File: config.mk
export PLATFORM = sky130hd
export DESIGN_NAME = frl_hash
export DESIGN_NICKNAME = d
export VERILOG_FILES = /design/src/hdl/frl_pkg.sv /design/src/hdl/frl_hash.sv
export SDC_FILE = /design/constraint.sdc
export NUM_CORES = 1
export LEC_CHECK = 0
export BUFFER_PORTS_ARGS = -buffer_cell sky130_fd_sc_hd__buf_2
export CAP_MARGIN = 20
export CORE_MARGIN = 2
export CORE_UTILIZATION = 60
export CTS_CLUSTER_SIZE = 20
export DETAILED_ROUTE_END_ITERATION = 8
export GPL_TIMING_DRIVEN = 0
export PLACE_DENSITY = 0.8
export SYNTH_ARGS = -nofsm -noshare
export SYNTH_HDL_FRONTEND = slang
export SYNTH_SLANG_ARGS = --single-unit
File: constraint.sdc
create_clock -name i_clk -period 12.05 [get_ports i_clk]
set_input_delay 3.615 -clock i_clk [delete_from_list [all_inputs] [get_ports i_clk]]
set_output_delay 3.615 -clock i_clk [all_outputs]
set_load 0.02 [all_outputs]
File: src/hdl/frl_pkg.sv
`timescale 1ns / 1ps
`default_nettype none

package frl_pkg;

    localparam logic [31:0] HASH_MULT = 32'h9E37_79B1;

    localparam int CFG_IDX_W  = 8;
    localparam int CFG_DATA_W = 63;

    localparam logic [CFG_IDX_W-1:0] REG_RATE_LIMIT  = 8'd0;
    localparam logic [CFG_IDX_W-1:0] REG_TIME_WINDOW = 8'd1;
    localparam logic [CFG_IDX_W-1:0] REG_SYN_RATIO   = 8'd2;
    localparam logic [CFG_IDX_W-1:0] REG_SYN_MINIMUM = 8'd3;

    localparam logic [31:0] RATE_LIMIT_RST  = 32'd100;
    localparam logic [62:0] TIME_WINDOW_RST = 63'd1_000_000_000;
    localparam logic [7:0]  SYN_RATIO_RST   = 8'd3;
    localparam logic [31:0] SYN_MINIMUM_RST = 32'd50;

    localparam logic [1:0] KIND_SYN    = 2'd0;
    localparam logic [1:0] KIND_SYNACK = 2'd1;

    localparam logic [10:0] ATT_MAX = 11'd2047;

    typedef struct packed {
        logic        valid;
        logic        mark;
        logic [31:0] tag;
        logic [31:0] count;
        logic [62:0] start;
    } t_src_entry;

    typedef struct packed {
        logic        valid;
        logic [31:0] tag;
        logic [31:0] syn;
        logic [31:0] ack;
    } t_dst_entry;

endpackage

`default_nettype wire

File: src/hdl/frl_hash.sv
`timescale 1ns / 1ps
`default_nettype none

module frl_hash #(
    parameter int DEPTH = 256,
    localparam int AW = (DEPTH > 1) ? $clog2(DEPTH) : 1
) (
    input  wire logic          i_clk,
    input  wire logic          i_rst_n,
    input  wire logic          i_valid,
    input  wire logic [31:0]   i_addr,
    output logic               o_valid,
    output logic      [AW-1:0] o_index
);

    // Remainder by the table depth through a rounded-up reciprocal; the
    // estimate is exact for every 16-bit dividend.
    localparam logic [32:0] RECIP =
        33'(((64'd1 << 32) + 64'(DEPTH) - 64'd1) / 64'(DEPTH));

    logic        r_v1, r_v2, r_v3;
    logic [31:0] r_h;
    logic [15:0] r_val;
    logic [15:0] r_q;
    logic [AW-1:0] r_idx;
    logic [48:0] w_qprod;
    logic [32:0] w_qd;
    logic [32:0] w_rem;

    assign w_qprod = 49'(r_h[31:16]) * 49'(RECIP);
    assign w_qd    = 33'(r_q) * 33'(DEPTH);
    assign w_rem   = 33'(r_val) - w_qd;

    always_ff @(posedge i_clk) begin
        if (!i_rst_n) begin
            r_v1 <= 1'b0;
            r_v2 <= 1'b0;
            r_v3 <= 1'b0;
        end else begin
            r_v1 <= i_valid;
            r_v2 <= r_v1;
            r_v3 <= r_v2;
        end
        r_h   <= 32'(i_addr * frl_pkg::HASH_MULT);
        r_val <= r_h[31:16];
        r_q   <= w_qprod[47:32];
        r_idx <= w_rem[AW-1:0];
    end

    assign o_valid = r_v3;
    assign o_index = r_idx;

endmodule

`default_nettype wire

; Word-level counts from Yosys, hierarchy flattened
; Cells that the tools add are included.
[op_classes]
n_addsub = 1
n_mul = 1
[ops]
columns = operator, count
row1 = $mul A32 B32 Y24 const B, 1
row2 = $sub A8 B1 Y8 const B, 1
[word_totals]
ff_bits = 43
input_bits = 35
out_inout_bits = 9
elab_cells = 8

; Logic depth before layout (Yosys ltp)
[logic_depth]
ltp_word = 1
mapped_depth = 20
mapped_depth_nobuf = 20

; Worst setup path before layout
; Ideal clock, no wire load.
[synth_timing]
path_kind = input port to flip-flop
startpoint = input i_addr[7]
endpoint = register r_h[22]
setup_time_ns = 0.072
t_arrival_ns = 8.612
t_required_ns = 11.978
setup_slack_ns = 3.365
path_stages = 18
path_buffers = 0
cell_sequence = inv_1 -> fa_1 -> fa_1 -> inv_1 -> fa_1 -> fa_1 -> fa_1 -> fa_1 -> inv_1 -> fa_1 -> inv_1 -> ha_1 -> nand2_1 -> o21bai_1 -> a211oi_1 -> nand3_1 -> a31oi_1 -> xnor2_1
[synth_between]
elab_chain_len = 1
[synth_lines]
columns = element, line
row1 = start: declaration, frl_hash.sv:11  ; input wire logic [31:0] i_addr,
row2 = $mul A32 B32 Y24, frl_hash.sv:44  ; r_h <= 32'(i_addr * frl_pkg::HASH_MULT);
row3 = end signal: assignment, frl_hash.sv:44
row4 = end: declaration, frl_hash.sv:22  ; logic [31:0] r_h;
; Every way passes these cells.
; A chain may end at the register's enable or synchronous reset.

; Final worst setup path
[layout_timing]
startpoint = input i_addr[6]
endpoint = register r_h[22]
; The elaborated chain is that of the path after synthesis.

==> summary.md <==
| Metric | Value |
|---|---|
| # DRC | `0` |
| RePlAce Congestion | `0.9484` |
| Slew HR | `71.51%` |
| Post-synth EDFFs | `0` |
| Crit-path slowest cell | `fa_1` |
| Place WS | `2.823 ns` |
| Crit path DAT | `9.16 ns` |
| Fin nets | `773` |
| Async SR Flop Fraction | `0%` |
| Synth cell types | `30` |
| Layout cells sized above 1 | `8.427%` |
| Non-filler cells, final | `639` |
| First-pass detailed-route iteration total | `4` |
| Maxcap violations | `0` |
| Slew @ Worst Pin | `0.4274 ns` |
| Synth Area in Simple Gates | `2.984%` |
| Antenna-violating nets left | `0` |
| Post-DR wirelength/cell | `14.66 um` |
| Row count | `33` |
| H-tree levels | `1` |
| Clock sink total | `27` |
| IO Count | `44` |
| Syn Nets | `733` |
| Hold Crit Class | `reg2reg` |
| Sequential area share after synthesis | `10.56%` |
| Mean post-synth cell area | `10.34 um^2` |
| Synth warnings | `0` |
| Hpwl dp | `8631 um` |
| Yosys top cell area share | `38.35%` |
| Combinational family with the most area after synthesis | `adder cells` |
| Flops & latches, synth | `27` |
| Routed vias | `3267` |
| Critical path fanouts, max | `8` |
| Worst hold start | `r_h[16]` |
| Number of instances in the placed design | `635` |
| Die area | `9281 um^2` |
| CP top delay family | `adder cells` |
| Setup WS post-layout | `3.089 ns` |
| WS Path Type | `in2reg` |
| R2R Setup Slk | `11.51 ns` |
| CTS tree | `yes` |
| Synth Area in Compound Gates | `3.375%` |
| WP buf/inv | `5` |
| Storage cell area | `540.5 um^2` |
| Area leader, netlist | `fa_1` |
| Count leader, synth | `inv_1` |
| Max Root-Sink Buffers | `2` |
| Port Buffers | `35` |
| Final period util | `74.37%` |
| Clock-pin slew on the worst setup and hold paths | `0.08 ns` |
| Area delta synth->final | `6.897%` |
| Root Buffer | `clkbuf_8` |
| Resize count post-CTS | `0` |
| Number of global-route vias before repair | `3659` |
| Largest net degree at the start of global routing | `16` |
| Core Area | `8258 um^2` |
| Max Freq | `0.1116 GHz` |
| Primary FF master, synth | `dfxtp_1` |
| Endpoint, Worst Hold | `r_val[0]` |
| CP Capture Type | `flop` |
| CP Cell Sequence | `buf_2, inv_1, fa_1, fa_1, inv_1, fa_1, fa_1, fa_1, fa_1, inv_1, fa_1, inv_1, ha_1, nand2_1, o21bai_1, a211oi_1, nand3_1, a31oi_1, xnor2_1` |
| Initial DRC count | `103` |
| Mux contribution to synthesized area | `0%` |
| Vias per std cell | `5.113` |
| # diodes | `0` |
| Hold depth | `0` |
| Routed wire length | `9367 um` |
| Worst Path Required | `12.25 ns` |
| Die Span X | `96.34 um` |
| Initial Util | `61.95%` |
| CP peak stage delay | `0.55 ns` |
| Util after Layout | `66.23%` |
| First-pass GRT wire length | `16490 um` |
| Setup TNS | `0 ns` |
| Fin crit period | `8.961 ns` |
| Worst Setup Start Kind | `input port` |
| Register-to-Register Path Depth | `1` |
| Outcome | `completed` |
| Post-Syn Instances | `495` |
| Vert. Die Dim | `96.34 um` |
| Grt total ovfl | `0` |
| Adder-cell share of the synthesized area | `64.03%` |
| Post-synthesis xor/xnor area fraction | `5.992%` |
| Setup Viol. Count Final | `0` |
| Reg2reg end | `r_v2` |
| Final Slew Violations | `0` |
| Top cells by count, synth | `inv_1, ha_1, fa_1, xnor2_1, dfxtp_1` |
| Ranking of synthesized cells by area | `fa_1, ha_1, inv_1` |
| Gr usage total | `23.92%` |
| CTS Hold Buffers Added | `0` |
| Mapped Area | `5116 um^2` |
| RSZ-0062 raised after global routing | `false` |
| Reg2reg start | `r_v1` |
| Post-CTS Setup Bufs | `0` |
| Multi-input gate area | `3908 um^2` |
| Fillers | `682` |
| CP most frequent cell | `fa_1` |
| Fin. Hold Viols | `0` |
| Antenna violations before repair | `0` |
| Clk_lat worst skew | `0.26 ns` |
| CTS Buf Count | `3` |
| Final Skew | `0.0006435 ns` |
-- worst max path at each step --
stage          depth (start not counted)      start  slack [ns]  endpoint
5_1_grt                               19  i_addr[6]        2.80   r_h[22]
4_1_cts                               19  i_addr[7]        3.10   r_h[22]
2_1_floorplan                         18  i_addr[7]        3.37   r_h[22]
3_3_place_gp                          19  i_addr[7]        2.91   r_h[22]
6_report                              19  i_addr[6]        3.09   r_h[22]
3_5_place_dp                          19  i_addr[7]        2.82   r_h[22]
-- final cells by class --
class                           instances  area share, %
Clock buffer                            3         0.7550
Clock inverter                          1        0.09151
Inverter                              178          12.22
Multi-Input combinational cell        290          71.45
Sequential cell                        27          9.883
Tap cell                              105          2.402
Timing Repair Buffer                   35          3.203
-- metrics by stage --
| stage | cell area, um^2 | hold WS [ns] |
|---|---|---|
| CTS | 5469 | 0.3321 |
| finish | 5469 | 0.3296 |
| detailed placement | 5423 | 0.3121 |
| floorplan | 5116 | 0.3096 |
| global route | 5469 | 0.3357 |
| global placement | 5423 | 0.3100 |
-- cell families after synthesis --
logic type,count (synthesis)
xor+xnor,35
compound gates,24
fa+ha+maj,203
flops,27
buf+inv,178
simple gates,28
-- cell usage in the layout (no fill, tap or decap) --
cell type    n
and2_1       3
a21oi_2      2
and2b_1      1
o211a_1      1
nand4_1      2
buf_2       35
dfxtp_1     27
xnor2_1     28
clkbuf_8     3
and2b_2      1
o21ai_0      2
a211oi_1     1
nor3_2       1
fa_1        98
a31oi_1      3
o21bai_1     1
ha_1       105
nand3_1      3
nor2b_1      1
and3_1       3
inv_1      178
o221ai_1     1
a21oi_1      6
o2111ai_2    1
or4b_1       1
a221oi_1     1
a21o_2       1
nand2_1      8
a21o_1       2
xor2_1       7
nor2_1       4
clkinv_2     1
o21a_1       2
-- sequential cells by signal (all words and copies together) (netlist names) --
name / flops
o_index: 8
r_h: 8
r_val: 8
o_valid: 1
r_v1: 1
r_v2: 1
-- routing by layer --
layer	vias up	share of wire, %	global-route usage (%)
met4	0	2.6	7.394
met5	-	0	0
met3	17	3.3	1.175
met2	78	53	45.95
li1	1544	-	-
met1	1628	41	28.60
Power is left out: the tool's default activity adds up to more than one toggle a clock period on the data nets, which glitch-free logic cannot reach.
