--- src/hdl/frl_ram.sv ---
`timescale 1ns / 1ps
`default_nettype none

module frl_ram #(
    parameter int WIDTH = 8,
    parameter int DEPTH = 16,
    localparam int AW = (DEPTH > 1) ? $clog2(DEPTH) : 1
) (
    input  wire logic             i_clk,
    input  wire logic             i_we,
    input  wire logic [AW-1:0]    i_waddr,
    input  wire logic [WIDTH-1:0] i_wdata,
    input  wire logic             i_re,
    input  wire logic [AW-1:0]    i_raddr,
    output logic      [WIDTH-1:0] o_rdata
);

    logic [WIDTH-1:0] r_mem [DEPTH];
    logic [WIDTH-1:0] r_rdata;

    always_ff @(posedge i_clk) begin
        if (i_we) begin
            r_mem[i_waddr] <= i_wdata;
        end
        if (i_re) begin
            r_rdata <= r_mem[i_raddr];
        end
    end

    assign o_rdata = r_rdata;

endmodule

`default_nettype wire

--- config.mk ---
export PLATFORM = sky130hd
export DESIGN_NAME = frl_ram
export DESIGN_NICKNAME = d
export VERILOG_FILES = /design/src/hdl/frl_ram.sv
export SDC_FILE = /design/constraint.sdc
export NUM_CORES = 1
export LEC_CHECK = 0
export ABC_AREA = 1
export BUFFER_PORTS_ARGS = -buffer_cell sky130_fd_sc_hd__buf_2
export CAP_MARGIN = 20
export CORE_AREA = 2 2 101 103
export DETAILED_ROUTE_END_ITERATION = 10
export DIE_AREA = 0 0 103 105
export PLACE_DENSITY = 0.89
export SYNTH_ARGS = -nofsm -noshare
export SYNTH_HDL_FRONTEND = slang
export SYNTH_SLANG_ARGS = --single-unit
--- constraint.sdc ---
create_clock -name i_clk -period 1.7 [get_ports i_clk]
set_input_delay 0.51 -clock i_clk [delete_from_list [all_inputs] [get_ports i_clk]]
set_output_delay 0.51 -clock i_clk [all_outputs]
set_load 0.03 [all_outputs]
# --- Word-level counts from Yosys, hierarchy flattened ---
# Memory sizes are Yosys's and may differ from the RTL's. A register that Yosys moved wholly into a read port is not among the register bits.
# Index checks and enable logic that the tools add are counted.
totals:
  reg_bits: 0
  mem_bits_rw: 128
  output_inout_bits: 8
  word_cells: 3
  mem_count: 1
classes:
  mux: 2
memory_table:
  columns: ["name", "depth", "width", "read_ports", "rd_ports_with_merged_regs", "wr", "line_no", "rtl"]
  rows:
  - ["r_mem", 16, 8, 1, 1, 1, "18", "logic [WIDTH-1:0] r_mem [DEPTH];"]
op_table:
  columns: ["operator", "n"]
  rows:
  - ["two-way mux 1 bit", 2]

# --- Depth between registers and ports, before layout ---
# Gate-level depths: netlist (run 1).
logic_depth:
  ltp_word: 2
  depth_mapped: 8
  mapped_depth_nobuf: 7

# --- Worst setup path before layout (run 1) ---
# Ideal clock, no wire load.
synth_path:
  path_kind: "input to register"
  start: "in i_waddr[2]"
  end: "mem r_mem[10][0] (enable)"
  setup_ns: 0.370
  arrival_ns: 1.091
  required_time_ns: 1.330
  slack_ns: 0.239
  path_stages: 2
  path_cell_list: "nand3b_1 > nor2_1"
synth_rtl:
  columns: ["element", "line_no", "rtl"]
  rows:
  - ["start: declaration", "11", "input wire logic [AW-1:0] i_waddr,"]
  - ["end: declaration", "18", null]
# No word-level cell before the write port.

# --- Worst setup path after layout (run 1) ---
layout_path:
  start: "reg r_rdata[0], in the netlist o_rdata[0], read port of r_mem"
  end: "out o_rdata[0]"
layout_rtl:
  columns: ["element", "line_no", "rtl"]
  rows:
  - ["start: declaration", "19", "logic [WIDTH-1:0] r_rdata;"]
  - ["end: declaration", "15", "output logic [WIDTH-1:0] o_rdata"]
# No word-level cell between the ends.

==> out/results.tsv, run 1 <==
metric	value	unit
ys_warn_count	0	
num_rows	36	
yosys.area.top_type	edfxtp_1	
grt_pass1_wl	20400	um
post-dp-hpwl	8000	um
n_antenna_cell	0	
die_y	105	um
dp.cells	710	
antenna_found_initial	0	
period_share	94.7	%
cap_violations	0	
synth_top_area_share	69.8	%
synth.distinct_cells	11	
ys_seq_area_share	69.8	%
syn_nets	570	
hold_ws	336	ps
port_buffers	26	
power	0.00786	W
grt_overflow	0	
worstPathMaxFanout	1	
ys_ff_latch	136	
finalNonFillerCells	740	
timing.critical_path.buf_inv	1	
viasPerCell	5.43	
regToRegSetupSlack	500	ps
drc	0	
critical_path_depth	1	
hold_depth	1	
wl_per_cell	17.8	um
clkLatencyLatePin	530	ps
hold_buffers	0	
p_leak	2.95	nW
first_global_vias	3955	
final_common_cell	nand2_1	
netlist_instances	551	
setup_viol	0	
cts_resized	0	
area_growth	16.1	%
rr_startpoint	r_mem[1][0]	
critPathKind	flop to output port	
layout_common_cells	173 x nand2_1, 136 x edfxtp_1, 100 x inv_1	
finalSetupTns	0	ps
slew_headroom	60.4	%
die_w	103	um
boundaryPins	27	
setup.worst_path.end	o_rdata[0]	
required	1190	ps
final_hold_viol_count	0	
dr_total_vias	4021	
grt_max_degree	33	
crit_slowest_cell	edfxtp_1	
worstSetupStartpointType	flop	
cp_top_family	flip-flops	
track_usage	26.1	%
synth_area_leaders	edfxtp_1 70%, nand2_1 11%, nand3_1 8.3%, inv_1 6.4%, buf_6 1.2%	
gp_congestion	0.832	
rsz0062_at_grt	false	
htreeDepth	4	
drt_iter0_markers	353	
drt-pass1-iter-count	5	
worst_pin_slew	593	ps
cp_slowest_stage_delay	380	ps
clock_path_buffers	2	
status	complete, no violations	
core	9640	um2
cts-root-buf	clkbuf_8	
worstRegToRegCells	6	
crit_start	o_rdata[0]	
cts.sink_count	136	
netlist_area	5850	um2
synth_area_per_cell	10.6	um2
clkTransAtPathRegs	60	ps
fin_crit	1610	ps
maxSlewViolCount	0	
ant_nets	0	
fin_nets	615	
cellPowerDensity	1160	nW/um2
drive_above_1_share	13.2	%
max_freq	621	MHz
numCtsBuffers	17	
die_area	10800	um2
rr_endpoint	o_rdata[0]	
ir_worst_vdd	642	uV
postCtsSetupBuffers	0	
drt_wl_total	13200	um
cp.arrival	1100	ps
cp-end-kind	output port	
finalClockSkew	9.19	ps
hold_class	input port to flop	
path_cells	buf_2	
cts_tree	done	
initial_core_util	60.7	%
metrics by stage:
stage	util, %	setup slack [ps]	cell area, um2
final	70.4	89.7	6790
after global routing	70.4	37.9	6790
after floorplan	-	239	5850
after detailed placement	64.5	-38.1	6220
after CTS	70.4	60.3	6790
after global placement	64.5	-0.0685	6220
worst min path at each step:
stage                       from  slack [ps]          end
global route                i_re         340   o_rdata[0]
detailed placement  r_mem[10][2]         740   o_rdata[2]
finish                      i_re         340   o_rdata[0]
global placement    r_mem[12][2]         740   o_rdata[2]
CTS                         i_re         330   o_rdata[0]
floorplan             i_wdata[0]         610  r_mem[0][0]
power by group:
group | internal (W) | switching, W
logic | 0.000147 | 0.000359
clock network | 0.00221 | 0.00134
registers | 0.00378 | 0.0000207
total | 0.00614 | 0.00172
cell families after synthesis:
kind of cell | after synthesis | synth area share, %
buffers and inverters | 126 | 9.39
AND/OR/NAND/NOR | 289 | 20.8
flip-flops | 136 | 69.8
state kept, by name, summed over array words and instances, names as in the netlist:
name     count
r_mem      128
o_rdata      8
synthesized netlist by cell type:
cell type,number
nor2_1,17
inv_1,100
edfxtp_1,136
buf_4,4
buf_1,1
nand2_1,173
nand3_1,97
inv_2,2
nand3b_1,2
buf_2,13
buf_6,6
layout make-up:
cell class / instances / area [um2]
multi-input cells: 289 / 1210
well taps: 133 / 166
clock inverters: 12 / 153
repair buffers: 50 / 373
fillers: 685 / 2850
flip-flops and latches: 136 / 4080
inverters: 102 / 383
clock buffers: 18 / 418
metal layers:
metal  track usage, %  share of wire [%]  vias up
li1                 -                  -     1870
met1             35.5                 40     1911
met2             40.0                 49      210
met3             5.42                7.5       30
met4             12.2                3.4        0
met5                0                  0        -
(Power assumes the default switching activity.)
==> inputs of run 2 (changes only) <==
--- a/config.mk
+++ b/config.mk
@@ -8,9 +8,9 @@
 export ABC_AREA = 1
 export BUFFER_PORTS_ARGS = -buffer_cell sky130_fd_sc_hd__buf_2
 export CAP_MARGIN = 20
-export CORE_AREA = 2 2 101 103
+export CORE_AREA = 2 2 142 75
 export DETAILED_ROUTE_END_ITERATION = 10
-export DIE_AREA = 0 0 103 105
+export DIE_AREA = 0 0 144 77
 export PLACE_DENSITY = 0.89
 export SYNTH_ARGS = -nofsm -noshare
 export SYNTH_HDL_FRONTEND = slang
==> run 2 against run 1 <==
Clock power increased by 6.7%; combinational power about the same; clock skew fell by 3.2 ps; critical path depth did not move; via count grew 3.5%; register-to-register slack improved by 50 ps; hold slack better by 130 ps; sequential power is essentially flat; fmax increased by 2.6%; die area is 2.5% higher; largest cell class unchanged; global-route usage is 1.1 points higher.
==> out/results.tsv, run 2 (synthesis gave the netlist of run 1 again) <==
metric	value	unit
worst_slack	131	ps
cts.sink_count	136	
ir_worst_vdd	912	uV
multiInputGateArea	1210	um2
postCtsSetupBuffers	0	
worstPathMaxFanout	1	
die_w	144	um
layout_common_cells	173 x nand2_1, 136 x edfxtp_1, 100 x inv_1	
cp.arrival	1060	ps
dp_slack	19.4	ps
drt_iter0_markers	462	
hold_class	input port to flop	
clkLatencyLatePin	420	ps
drc	0	
die_y	77	um
finalSetupTns	0	ps
critPathKind	flop to output port	
max_freq	637	MHz
fin_crit	1570	ps
top_register	r_mem	
die_area	11100	um2
finalClockSkew	5.98	ps
drive_above_1_share	13.6	%
finalNonFillerCells	752	
timing.critical_path.buf_inv	1	
cp_top_family	flip-flops	
seqCellArea	4080	um2
track_usage	27.1	%
maxSlewViolCount	0	
final_hold_viol_count	0	
cts_resized	0	
wl_per_cell	18.7	um
cellPowerDensity	1180	nW/um2
rsz0062_at_grt	false	
viasPerCell	5.53	
fill_cells	663	
clock_path_buffers	2	
p_leak	2.98	nW
htreeDepth	4	
first_global_vias	4006	
core	9860	um2
place_area	6250	um2
required	1190	ps
largest_reg_flops	128	
crit_slowest_cell	edfxtp_1	
cts-root-buf	clkbuf_16	
cts_tree	done	
ant_nets	0	
grt_pass1_wl	21600	um
area_growth	17.4	%
grt_max_degree	39	
grt_overflow	0	
gp_congestion	0.941	
numCtsBuffers	17	
setup_viol	0	
post-dp-hpwl	9040	um
cp-end-kind	output port	
drt-pass1-iter-count	5	
worstSetupStartpointType	flop	
slew_headroom	58.6	%
path_cells	buf_2	
cap_violations	0	
power	0.00811	W
fin_area	6860	um2
num_rows	26	
final_common_cell	nand2_1	
hold_buffers	0	
antenna_found_initial	0	
status	complete, no violations	
initial_core_util	59.3	%
period_share	92.3	%
fin_nets	618	
dr_total_vias	4161	
clkTransAtPathRegs	60	ps
drt_wl_total	14100	um
hold_depth	1	
n_antenna_cell	0	
worst_pin_slew	621	ps
cp_slowest_stage_delay	430	ps
worstRegToRegCells	6	
port_buffers	26	
critical_path_depth	1	
boundaryPins	27	
dp.cells	720	
==> run 2: final cells by class <==
class                      instances  share of cell area (%)
timing repair buffer              53                    5.76
inverter                         102                    5.58
multi-input combinational        289                    17.7
sequential                       136                    59.5
tap                              140                    2.55
clock inverter                    14                    2.64
clock buffer                      18                    6.25
==> run 2: routing by layer <==
layer | GRT usage, % | vias up | routed length (um) | part of all wire [%]
met1 | 40.1 | 1989 | 6090 | 43
met3 | 6.37 | 28 | 1520 | 11
met2 | 38.4 | 263 | 6150 | 44
met5 | 5.74 | - | 28 | 0.20
met4 | 11.0 | 2 | 263 | 1.9
li1 | - | 1879 | - | -
==> run 2: path summary, 6_finish.rpt <==
check	start	to	slack, ps
hold / removal	i_re	o_rdata[1]	470
setup / recovery	o_rdata[3]	o_rdata[3]	130
hold reg to reg	r_mem[13][2]	o_rdata[2]	750
setup reg to reg	r_mem[13][0]	o_rdata[0]	550
==> run 2: power by group <==
part	leakage [nW]	internal [W]	switching, W	total (W)
Sequential	1.24	0.00378	0.0000247	0.00380
Clock	0.288	0.00243	0.00136	0.00380
Combinational	1.46	0.000152	0.000356	0.000508
==> run 2: per-stage QoR <==
stage / hold WS (ps) / utilization [%]
finish: 469 / 69.6
global route: 468 / 69.6
CTS: 463 / 69.6
detailed placement: 736 / 63.4
global placement: 719 / 63.4
floorplan: 609 / -
